File: src/rtl/tktq_pkg.sv
// Types and constants of the timed key tap queue.
package tktq_pkg;

   localparam logic CMD_ENQUEUE = 1'b0;
   localparam logic CMD_TICK    = 1'b1;

   localparam logic ACTION_PRESS   = 1'b0;
   localparam logic ACTION_RELEASE = 1'b1;

   localparam int CMD_FIFO_DEPTH = 2;
   localparam int RSP_FIFO_DEPTH = 4;
   localparam int RSP_CNT_W      = $clog2(RSP_FIFO_DEPTH + 1);

   localparam logic [15:0] ELAPSED_MAX = 16'hFFFF;

   typedef enum logic [1:0] {
      KIND_TICK,
      KIND_TAP_NOW,
      KIND_STORE
   } cmd_kind_type;

   typedef struct packed {
      cmd_kind_type kind;
      logic [7:0]   code;
      logic [7:0]   mods;
      logic [15:0]  hold;
      logic         press;
   } tap_cmd_type;

   typedef struct packed {
      logic [7:0]  code;
      logic [7:0]  mods;
      logic [15:0] hold;
      logic        press;
   } tap_entry_type;

   typedef struct packed {
      logic       action;
      logic [7:0] code;
      logic [7:0] mods;
      logic       last;
   } tap_event_type;

   typedef enum logic [1:0] {
      BACK_IDLE,
      BACK_EXEC,
      BACK_EMIT2
   } back_state_type;

endpackage

File: src/rtl/timed_key_tap_queue_core.sv
// Timed key tap queue: input items in, key press and release events out.
//
// Both sides look like queues. An item is taken when push is high and full is
// low; an event is taken when pop is high and empty is low, and the oldest
// event is shown on the rsp_ ports while empty is low.
// A front end sorts items (tick, immediate tap, stored tap, dropped code zero)
// into a two-entry command queue. The back end runs one command at a time:
// it reads the head slot of the tap ring as it takes the command in BACK_IDLE,
// acts on it in BACK_EXEC, and pushes the second event from BACK_EMIT2 when the
// command yields two events. These steps are set by the single read port of the
// ring memory. The earliest event of an item passes the command queue, BACK_IDLE
// and BACK_EXEC before it is pushed into the result queue and can be taken.
// Events go to a four-entry result queue. The back end starts a command only
// when two result slots are free, so a stalled receiver fills that queue,
// then the command queue, and then full goes high.
// Reset clears all queues, the ring's slot marks, the head and tail indexes
// and the ms count together; no clearing pass is needed.
module timed_key_tap_queue_core
   import tktq_pkg::*;
#(
   parameter int QUEUE_DEPTH = 32
) (
   input  logic        clock,
   input  logic        reset,
   input  logic        push,
   output logic        full,
   input  logic        req_cmd,
   input  logic [7:0]  req_key_code,
   input  logic [7:0]  req_mod_bits,
   input  logic [15:0] req_hold_ms,
   input  logic        req_press_now,
   output logic        empty,
   input  logic        pop,
   output logic        rsp_action,
   output logic [7:0]  rsp_out_code,
   output logic [7:0]  rsp_out_mods,
   output logic        rsp_last
);

   tap_cmd_type          cmdq_in_data, cmdq_out_data;
   logic                 cmdq_push, cmdq_pop, cmdq_full, cmdq_empty;
   tap_event_type        ev_data, rsp_data;
   logic                 ev_push;
   logic [RSP_CNT_W-1:0] rsp_count;
   logic                 rsp_room2;

   assign rsp_room2 = (rsp_count <= RSP_CNT_W'(RSP_FIFO_DEPTH - 2));

   tktq_front u_front (
      .push          (push),
      .full          (full),
      .req_cmd       (req_cmd),
      .req_key_code  (req_key_code),
      .req_mod_bits  (req_mod_bits),
      .req_hold_ms   (req_hold_ms),
      .req_press_now (req_press_now),
      .cmdq_full     (cmdq_full),
      .cmdq_push     (cmdq_push),
      .cmdq_data     (cmdq_in_data)
   );

   tktq_fifo #(
      .WIDTH ($bits(tap_cmd_type)),
      .DEPTH (CMD_FIFO_DEPTH)
   ) u_cmd_fifo (
      .clock     (clock),
      .reset     (reset),
      .push      (cmdq_push),
      .push_data (cmdq_in_data),
      .pop       (cmdq_pop),
      .pop_data  (cmdq_out_data),
      .full      (cmdq_full),
      .empty     (cmdq_empty),
      .count     ()
   );

   tktq_back #(
      .QUEUE_DEPTH (QUEUE_DEPTH)
   ) u_back (
      .clock      (clock),
      .reset      (reset),
      .cmdq_empty (cmdq_empty),
      .cmdq_data  (cmdq_out_data),
      .cmdq_pop   (cmdq_pop),
      .rsp_room2  (rsp_room2),
      .ev_push    (ev_push),
      .ev_data    (ev_data)
   );

   tktq_fifo #(
      .WIDTH ($bits(tap_event_type)),
      .DEPTH (RSP_FIFO_DEPTH)
   ) u_rsp_fifo (
      .clock     (clock),
      .reset     (reset),
      .push      (ev_push),
      .push_data (ev_data),
      .pop       (pop),
      .pop_data  (rsp_data),
      .full      (),
      .empty     (empty),
      .count     (rsp_count)
   );

   assign rsp_action   = rsp_data.action;
   assign rsp_out_code = rsp_data.code;
   assign rsp_out_mods = rsp_data.mods;
   assign rsp_last     = rsp_data.last;

endmodule

File: src/rtl/tktq_fifo.sv
// Small register FIFO used between the front, the back and the result port.
module tktq_fifo
   import tktq_pkg::*;
#(
   parameter int WIDTH = 8,
   parameter int DEPTH = 2
) (
   input  logic                         clock,
   input  logic                         reset,
   input  logic                         push,
   input  logic [WIDTH-1:0]             push_data,
   input  logic                         pop,
   output logic [WIDTH-1:0]             pop_data,
   output logic                         full,
   output logic                         empty,
   output logic [$clog2(DEPTH+1)-1:0]   count
);

   localparam int PTR_W = (DEPTH > 1) ? $clog2(DEPTH) : 1;
   localparam int CNT_W = $clog2(DEPTH + 1);

   logic [WIDTH-1:0] slot_ff [DEPTH];
   logic [PTR_W-1:0] wr_ptr_ff, wr_ptr_in;
   logic [PTR_W-1:0] rd_ptr_ff, rd_ptr_in;
   logic [CNT_W-1:0] count_ff, count_in;
   logic             do_push, do_pop;

   function automatic logic [PTR_W-1:0] ptr_next(input logic [PTR_W-1:0] p);
      ptr_next = (p == PTR_W'(DEPTH - 1)) ? '0 : p + PTR_W'(1);
   endfunction

   assign full    = (count_ff == CNT_W'(DEPTH));
   assign empty   = (count_ff == '0);
   assign count   = count_ff;
   assign do_push = push && !full;
   assign do_pop  = pop && !empty;
   assign pop_data = slot_ff[rd_ptr_ff];

   always_comb begin
      wr_ptr_in = do_push ? ptr_next(wr_ptr_ff) : wr_ptr_ff;
      rd_ptr_in = do_pop ? ptr_next(rd_ptr_ff) : rd_ptr_ff;
      count_in  = count_ff;
      if (do_push && !do_pop) begin
         count_in = count_ff + CNT_W'(1);
      end else if (do_pop && !do_push) begin
         count_in = count_ff - CNT_W'(1);
      end
   end

   always_ff @(posedge clock) begin
      if (reset) begin
         wr_ptr_ff <= '0;
         rd_ptr_ff <= '0;
         count_ff  <= '0;
      end else begin
         wr_ptr_ff <= wr_ptr_in;
         rd_ptr_ff <= rd_ptr_in;
         count_ff  <= count_in;
      end
   end

   always_ff @(posedge clock) begin
      if (do_push) begin
         slot_ff[wr_ptr_ff] <= push_data;
      end
   end

endmodule

File: src/rtl/tktq_front.sv
// Front end: accepts input items and sorts them into commands for the back end.
module tktq_front
   import tktq_pkg::*;
(
   input  logic        push,
   output logic        full,
   input  logic        req_cmd,
   input  logic [7:0]  req_key_code,
   input  logic [7:0]  req_mod_bits,
   input  logic [15:0] req_hold_ms,
   input  logic        req_press_now,
   input  logic        cmdq_full,
   output logic        cmdq_push,
   output tap_cmd_type cmdq_data
);

   logic accept;
   logic drop;

   assign full   = cmdq_full;
   assign accept = push && !cmdq_full;
   // An enqueue of key code zero is taken and then forgotten.
   assign drop   = (req_cmd == CMD_ENQUEUE) && (req_key_code == 8'd0);

   always_comb begin
      cmdq_data.code  = req_key_code;
      cmdq_data.mods  = req_mod_bits;
      cmdq_data.hold  = req_hold_ms;
      cmdq_data.press = req_press_now;
      if (req_cmd == CMD_TICK) begin
         cmdq_data.kind = KIND_TICK;
      end else if (req_hold_ms == 16'd0) begin
         cmdq_data.kind = KIND_TAP_NOW;
      end else begin
         cmdq_data.kind = KIND_STORE;
      end
      cmdq_push = accept && !drop;
   end

endmodule

File: src/rtl/tktq_back.sv
// Back end: owns the tap ring and the ms timer and turns commands into events.
module tktq_back
   import tktq_pkg::*;
#(
   parameter int QUEUE_DEPTH = 32
) (
   input  logic          clock,
   input  logic          reset,
   input  logic          cmdq_empty,
   input  tap_cmd_type   cmdq_data,
   output logic          cmdq_pop,
   input  logic          rsp_room2,
   output logic          ev_push,
   output tap_event_type ev_data
);

   localparam int IDX_W = (QUEUE_DEPTH > 1) ? $clog2(QUEUE_DEPTH) : 1;

   tap_entry_type          mem [QUEUE_DEPTH];
   tap_entry_type          rd_entry_ff;
   logic [QUEUE_DEPTH-1:0] valid_ff;
   back_state_type         state_ff, state_in;
   tap_cmd_type            cmd_ff, cmd_in;
   tap_event_type          second_ff, second_in;
   logic [IDX_W-1:0]       head_ff, head_in;
   logic [IDX_W-1:0]       tail_ff, tail_in;
   logic                   active_ff, active_in;
   logic [15:0]            elapsed_ff, elapsed_in;
   logic [15:0]            elapsed_inc;
   logic                   start;
   logic                   emit_two;
   logic                   clr_head, set_tail, mem_we;
   logic                   head_valid, tail_busy;
   tap_entry_type          wr_entry;

   function automatic logic [IDX_W-1:0] slot_next(input logic [IDX_W-1:0] i);
      slot_next = (i == IDX_W'(QUEUE_DEPTH - 1)) ? '0 : i + IDX_W'(1);
   endfunction

   assign start       = (state_ff == BACK_IDLE) && !cmdq_empty && rsp_room2;
   assign head_valid  = valid_ff[head_ff];
   assign tail_busy   = valid_ff[tail_ff];
   assign elapsed_inc = (elapsed_ff == ELAPSED_MAX) ? elapsed_ff : elapsed_ff + 16'd1;
   assign wr_entry    = '{code: cmd_ff.code, mods: cmd_ff.mods,
                          hold: cmd_ff.hold, press: cmd_ff.press};

   always_comb begin
      state_in = state_ff;
      case (state_ff)
         BACK_IDLE:  if (start) state_in = BACK_EXEC;
         BACK_EXEC:  state_in = emit_two ? BACK_EMIT2 : BACK_IDLE;
         BACK_EMIT2: state_in = BACK_IDLE;
         default:    state_in = BACK_IDLE;
      endcase
   end

   always_comb begin
      cmdq_pop   = 1'b0;
      cmd_in     = cmd_ff;
      ev_push    = 1'b0;
      ev_data    = '0;
      emit_two   = 1'b0;
      second_in  = second_ff;
      head_in    = head_ff;
      tail_in    = tail_ff;
      active_in  = active_ff;
      elapsed_in = elapsed_ff;
      clr_head   = 1'b0;
      set_tail   = 1'b0;
      mem_we     = 1'b0;
      case (state_ff)
         BACK_IDLE: begin
            if (start) begin
               cmdq_pop = 1'b1;
               cmd_in   = cmdq_data;
            end
         end
         BACK_EXEC: begin
            case (cmd_ff.kind)
               KIND_TICK: begin
                  if (head_valid && !active_ff) begin
                     active_in  = 1'b1;
                     elapsed_in = 16'd0;
                     if (rd_entry_ff.press) begin
                        ev_push = 1'b1;
                        ev_data = '{action: ACTION_PRESS, code: rd_entry_ff.code,
                                    mods: rd_entry_ff.mods, last: 1'b1};
                     end
                  end else if (head_valid) begin
                     elapsed_in = elapsed_inc;
                     if (elapsed_inc >= rd_entry_ff.hold) begin
                        ev_push    = 1'b1;
                        ev_data    = '{action: ACTION_RELEASE, code: rd_entry_ff.code,
                                       mods: rd_entry_ff.mods, last: 1'b1};
                        clr_head   = 1'b1;
                        active_in  = 1'b0;
                        elapsed_in = 16'd0;
                        head_in    = slot_next(head_ff);
                     end
                  end
               end
               KIND_TAP_NOW: begin
                  ev_push   = 1'b1;
                  ev_data   = '{action: ACTION_PRESS, code: cmd_ff.code,
                                mods: cmd_ff.mods, last: 1'b0};
                  emit_two  = 1'b1;
                  second_in = '{action: ACTION_RELEASE, code: cmd_ff.code,
                                mods: cmd_ff.mods, last: 1'b1};
               end
               KIND_STORE: begin
                  // A busy tail slot means the ring is full: finish the head tap now.
                  if (tail_busy && head_valid) begin
                     ev_push    = 1'b1;
                     clr_head   = 1'b1;
                     active_in  = 1'b0;
                     elapsed_in = 16'd0;
                     head_in    = slot_next(head_ff);
                     if (!active_ff && rd_entry_ff.press) begin
                        ev_data   = '{action: ACTION_PRESS, code: rd_entry_ff.code,
                                      mods: rd_entry_ff.mods, last: 1'b0};
                        emit_two  = 1'b1;
                        second_in = '{action: ACTION_RELEASE, code: rd_entry_ff.code,
                                      mods: rd_entry_ff.mods, last: 1'b1};
                     end else begin
                        ev_data = '{action: ACTION_RELEASE, code: rd_entry_ff.code,
                                    mods: rd_entry_ff.mods, last: 1'b1};
                     end
                  end
                  mem_we   = 1'b1;
                  set_tail = 1'b1;
                  tail_in  = slot_next(tail_ff);
               end
               default: begin
               end
            endcase
         end
         BACK_EMIT2: begin
            ev_push = 1'b1;
            ev_data = second_ff;
         end
         default: begin
         end
      endcase
   end

   always_ff @(posedge clock) begin
      if (reset) begin
         state_ff   <= BACK_IDLE;
         head_ff    <= '0;
         tail_ff    <= '0;
         active_ff  <= 1'b0;
         elapsed_ff <= 16'd0;
         valid_ff   <= '0;
      end else begin
         state_ff   <= state_in;
         head_ff    <= head_in;
         tail_ff    <= tail_in;
         active_ff  <= active_in;
         elapsed_ff <= elapsed_in;
         // When head and tail meet, the new tap's mark must win.
         if (clr_head) valid_ff[head_ff] <= 1'b0;
         if (set_tail) valid_ff[tail_ff] <= 1'b1;
      end
   end

   always_ff @(posedge clock) begin
      cmd_ff      <= cmd_in;
      second_ff   <= second_in;
      rd_entry_ff <= mem[head_ff];
      if (mem_we) begin
         mem[tail_ff] <= wr_entry;
      end
   end

endmodule

File: config.mk
export PLATFORM = sky130hd
export DESIGN_NAME = timed_key_tap_queue_core
export DESIGN_NICKNAME = d
export VERILOG_FILES = /design/src/rtl/tktq_pkg.sv /design/src/rtl/timed_key_tap_queue_core.sv /design/src/rtl/tktq_fifo.sv /design/src/rtl/tktq_front.sv /design/src/rtl/tktq_back.sv
export SDC_FILE = /design/constraint.sdc
export NUM_CORES = 1
export LEC_CHECK = 0
export BUFFER_PORTS_ARGS = -buffer_cell sky130_fd_sc_hd__buf_2
export CORE_MARGIN = 1
export CORE_UTILIZATION = 60
export DETAILED_ROUTE_END_ITERATION = 7
export HOLD_SLACK_MARGIN = 0.02
export PLACE_DENSITY = 0.78
export SLEW_MARGIN = 20
export SYNTH_ARGS = -nofsm -noshare
export SYNTH_HDL_FRONTEND = slang
export SYNTH_HIERARCHICAL = 1
export SYNTH_SLANG_ARGS = --single-unit
File: constraint.sdc
create_clock -name clock -period 10.2 [get_ports clock]
set_input_delay 1.53 -clock clock [delete_from_list [all_inputs] [get_ports clock]]
set_output_delay 1.53 -clock clock [all_outputs]
set_load 0.05 [all_outputs]
==> impl_metrics.py <==
metrics = {
    "floorplanning": {
        "dieWidth_um": 297.5,
        "die_area_mm2": 0.08852,
        "rows": 108,
        "fp.coreArea_mm2": 0.08662,
        "start_util": 0.6050,
        "ioPinCount": 58,
        "die_h_um": 297.5,
    },
    "timing": {
        "tightest_slew_ns": 1.121,
        "hold-worst-slack_ns": 0.5110,
        "slew_headroom": 0.2508,
        "clock-skew-final_ns": 0.02546,
        "max_freq_ghz": 0.1607,
        "hold_viol": 0,
        "setup_viol": 0,
        "layout_min_cycle_time_ns": 6.222,
        "final_max_slew_viol_count": 0,
        "fin_crit_sh": 0.6100,
        "tns_ns": 0,
        "rsz0062_at_grt": "false",
    },
    "yosys": {
        "synthCells": 2599,
        "syn_area_per_cell_um2": 20.16,
        "synth_top_cell_by_area": "edfxtp_1",
        "ys_ff_latch": 1357,
        "async_flop_share": 0,
        "ys_types": 77,
        "synth_edf_count": 1249,
        "ys_warn_count": 6,
        "yosysSeqAreaShare": 0.7570,
        "ys.flop_type": "edfxtp_1",
        "netlist.area_leader.share": 0.7157,
        "synth_nets": 2679,
        "ys_top_cells_by_area": "edfxtp_1 72%, mux4_2 12%, dfxtp_1 4.1%",
        "synthesis.area_mm2": 0.05240,
    },
    "drt": {
        "routed.top_layer": "met5",
        "wl_per_cell_um": 34.01,
        "drtIter0Drc": 4134,
        "dr_wl_met3_um": 14660,
        "wl_um": 134400,
        "dr.pass1.iters": 6,
        "wl_met2_um": 65490,
        "met1_length_um": 47450,
        "route.vias.total": 27549,
        "ant_nets": 0,
        "via_per_inst": 6.971,
        "drc": 0,
    },
    "finish": {
        "final_net_count": 2774,
        "syn_to_final_growth_pct": 11.53,
        "fillers": 5104,
        "drive_above_1_share": 0.2593,
    },
    "hold_path": {
        "holdCritPathClass": "reg2reg",
        "hold_depth": 2,
        "hp-start": "u_cmd_fifo/rd_ptr_ff",
    },
    "setup_path": {
        "reg2reg_to": "u_rsp_fifo/count[2]",
        "cp-start-kind": "flip-flop",
        "critical_path_class": "reg2reg",
        "r2r_cells": 22,
        "cp.arrival_ns": 6.87,
        "startpoint": "u_back/elapsed_ff[3]",
        "reg2reg_slack_ns": 3.98,
        "critPathMaxFanout": 17,
        "cp.required_ns": 10.85,
        "slowest_delay_ns": 0.72,
        "cp_cell_sequence": "nand4_1 > or2_2 > nor3_1 > and3_1 > nand3_1 > o21a_1 > ha_1 > o21ai_0 > o21bai_1 > a211oi_1 > o21ai_0 > o211ai_1 > a21oi_2 > a211o_1 > bufinv_8 > nor2_2 > ha_1 > inv_1 > fa_1 > xor2_1 > or3_1 > a21oi_1",
        "critPathBufInv": 2,
        "reg2reg_from": "u_back/elapsed_ff[3]",
        "cp-end-kind": "flip-flop",
        "critPathTopFamily": "compound AO/OA/AOI/OAI gates",
        "critPathSlowestCell": "a21oi_2",
    },
    "grt": {
        "antenna_found_initial": 4,
        "overflow": 0,
        "grtUsageTotal": 0.3054,
        "grt_max_degree": 169,
        "grt_pass1_vias": 27845,
        "grt_pass1_wl_um": 191600,
    },
    "clocking": {
        "cts_resized": 0,
        "cts_num_sinks": 1357,
        "ctsLongestPathBuffers": 3,
        "cts_setup_buffers": 0,
        "cts_tree": "built",
        "cts_root_buf": "clkbuf_16",
        "clk_pin_slew_ns": 0.06,
        "ctsHoldBuffers": 0,
        "htreeDepth": 4,
        "clk_latency_ns": 0.73,
        "numCtsBuffers": 133,
    },
    "flow_run": {
        "cap_violations": 0,
    },
    "placed_design": {
        "dp_hpwl_um": 69170,
        "port_buffers": 57,
        "place_congestion": 0.8517,
    },
    "outcome": {
        "status": "finished, final reports clean",
    },
    "power": {
        "leakage_nw": 18.11,
        "power_density_mw_per_mm2": 224.9,
        "peakVddDrop_mv": 0.2321,
        "power_mw": 13.14,
    },
}
[report_power, final]
group / switching [mW] / internal, mW
clock network: 2.05 / 2.73
registers: 0.405 / 6.85
logic: 0.771 / 0.340
[synthesized netlist by cell type, types with 4 or more instances]
library cell,n
buf_4,37
buf_1,37
clkbuf_1,78
nand3_1,25
nor3_1,21
nor2b_1,7
ha_1,41
inv_1,46
nor2_1,73
xnor2_1,6
nand2b_1,9
a22o_1,12
or2_2,5
and3_1,26
dfxtp_1,108
o211ai_1,5
nand3b_1,5
nand2_1,36
edfxtp_1,1249
a22oi_1,134
nand4_1,45
or3_1,10
a21oi_1,51
a31oi_1,16
mux4_2,286
nor4_1,5
mux2_2,60
mux2i_1,12
o21ai_0,47
and2_1,4
buf_6,5
buf_2,8
a221o_1,17
xor2_1,8
[worst min-delay path, cell delays in order, from the launching register on]
cell     delay (ns)
dfxtp_1        0.32
xor2_1         0.08
nor2_1         0.08
[per-stage QoR]
| step | utilization | cells | worst slack [ns] | instance area [µm²] |
|---|---|---|---|---|
| 6_report | 0.6747 | 3952 | 3.978 | 58440 |
| 2_1_floorplan | - | 2599 | 4.982 | 52400 |
| 3_3_place_gp | 0.6241 | 3703 | 4.194 | 54060 |
| 5_1_grt | 0.6747 | 3951 | 3.440 | 58440 |
| 3_5_place_dp | 0.6243 | 3704 | 4.126 | 54070 |
| 4_1_cts | 0.6729 | 3941 | 4.097 | 58280 |
[cells by family after synthesis]
logic type	after synthesis	share of synthesized area
AO/OA/AOI/OAI	321	0.04298
XOR/XNOR	14	0.002340
multiplexers	362	0.1390
buffers and inverters	214	0.01927
AND/OR/NAND/NOR	289	0.02920
adder cells (fa/ha/maj)	42	0.01017
flip-flops	1357	0.7570
[layer usage]
layer  global-route usage  vias to the layer above
met5                    0                        -
met4               0.1537                        6
met3              0.06062                      403
met2               0.4893                     1997
met1               0.4040                    14222
li1                     -                    10921
[flip-flops by register name, summed over array words and instances (netlist names), named ones only]
signal                cells
u_back/elapsed_ff        16
u_back/state_ff           2
u_cmd_fifo/slot_ff       70
u_rsp_fifo/rd_ptr_ff      2
u_back/valid_ff          32
u_back/head_ff            5
u_back/tail_ff            5
u_cmd_fifo/rd_ptr_ff      1
u_rsp_fifo/count          3
u_cmd_fifo/wr_ptr_ff      1
u_rsp_fifo/slot_ff       72
u_back/active_ff          1
u_back/rd_entry_ff       33
u_rsp_fifo/wr_ptr_ff      2
u_cmd_fifo/count          2
u_back/second_ff         16
u_back/cmd_ff            35
u_back/mem             1056
[layout by cell type, fill, tap and decap left out, types with 12 or more instances in the layout]
| master | Yosys | routed |
|---|---|---|
| and3_1 | 26 | 25 |
| a21oi_1 | 51 | 51 |
| buf_4 | 37 | 55 |
| o21ai_0 | 47 | 47 |
| clkinv_2 | 0 | 24 |
| buf_2 | 8 | 57 |
| a31oi_1 | 16 | 16 |
| nand4_1 | 45 | 45 |
| a22o_1 | 12 | 12 |
| nand2_1 | 36 | 36 |
| a22oi_1 | 134 | 134 |
| clkbuf_16 | 0 | 135 |
| mux2_2 | 60 | 60 |
| ha_1 | 41 | 41 |
| nor2_1 | 73 | 41 |
| nand3_1 | 25 | 25 |
| mux2i_1 | 12 | 12 |
| clkinv_1 | 0 | 13 |
| dfxtp_1 | 108 | 105 |
| nor2_4 | 0 | 32 |
| clkbuf_1 | 78 | 37 |
| edfxtp_1 | 1249 | 1249 |
| mux4_2 | 286 | 286 |
| a221o_1 | 17 | 17 |
| nor3_1 | 21 | 20 |
| inv_1 | 46 | 45 |
[worst max-delay path by stage]
stage / cells past startpoint / end
global route: 23 / u_rsp_fifo/count[2]
detailed placement: 22 / u_rsp_fifo/count[2]
floorplan: 24 / u_rsp_fifo/count[2]
finish: 22 / u_rsp_fifo/count[2]
CTS: 22 / u_rsp_fifo/count[2]
global placement: 22 / u_rsp_fifo/count[2]
[area by class of cell]
| class | instances | area [µm²] | share of cell area |
|---|---|---|---|
| Timing Repair Buffer | 126 | 910.9 | 0.01559 |
| Inverter | 48 | 198.9 | 0.003404 |
| Tap cell | 1155 | 1445 | 0.02473 |
| Clock buffer | 175 | 3558 | 0.06089 |
| Antenna cell | 1 | 2.502 | 0.00004282 |
| Sequential cell | 1357 | 39680 | 0.6789 |
| Multi-Input combinational cell | 1028 | 12000 | 0.2053 |
| Clock inverter | 62 | 650.6 | 0.01113 |
Power figures use the tool's default switching activity.
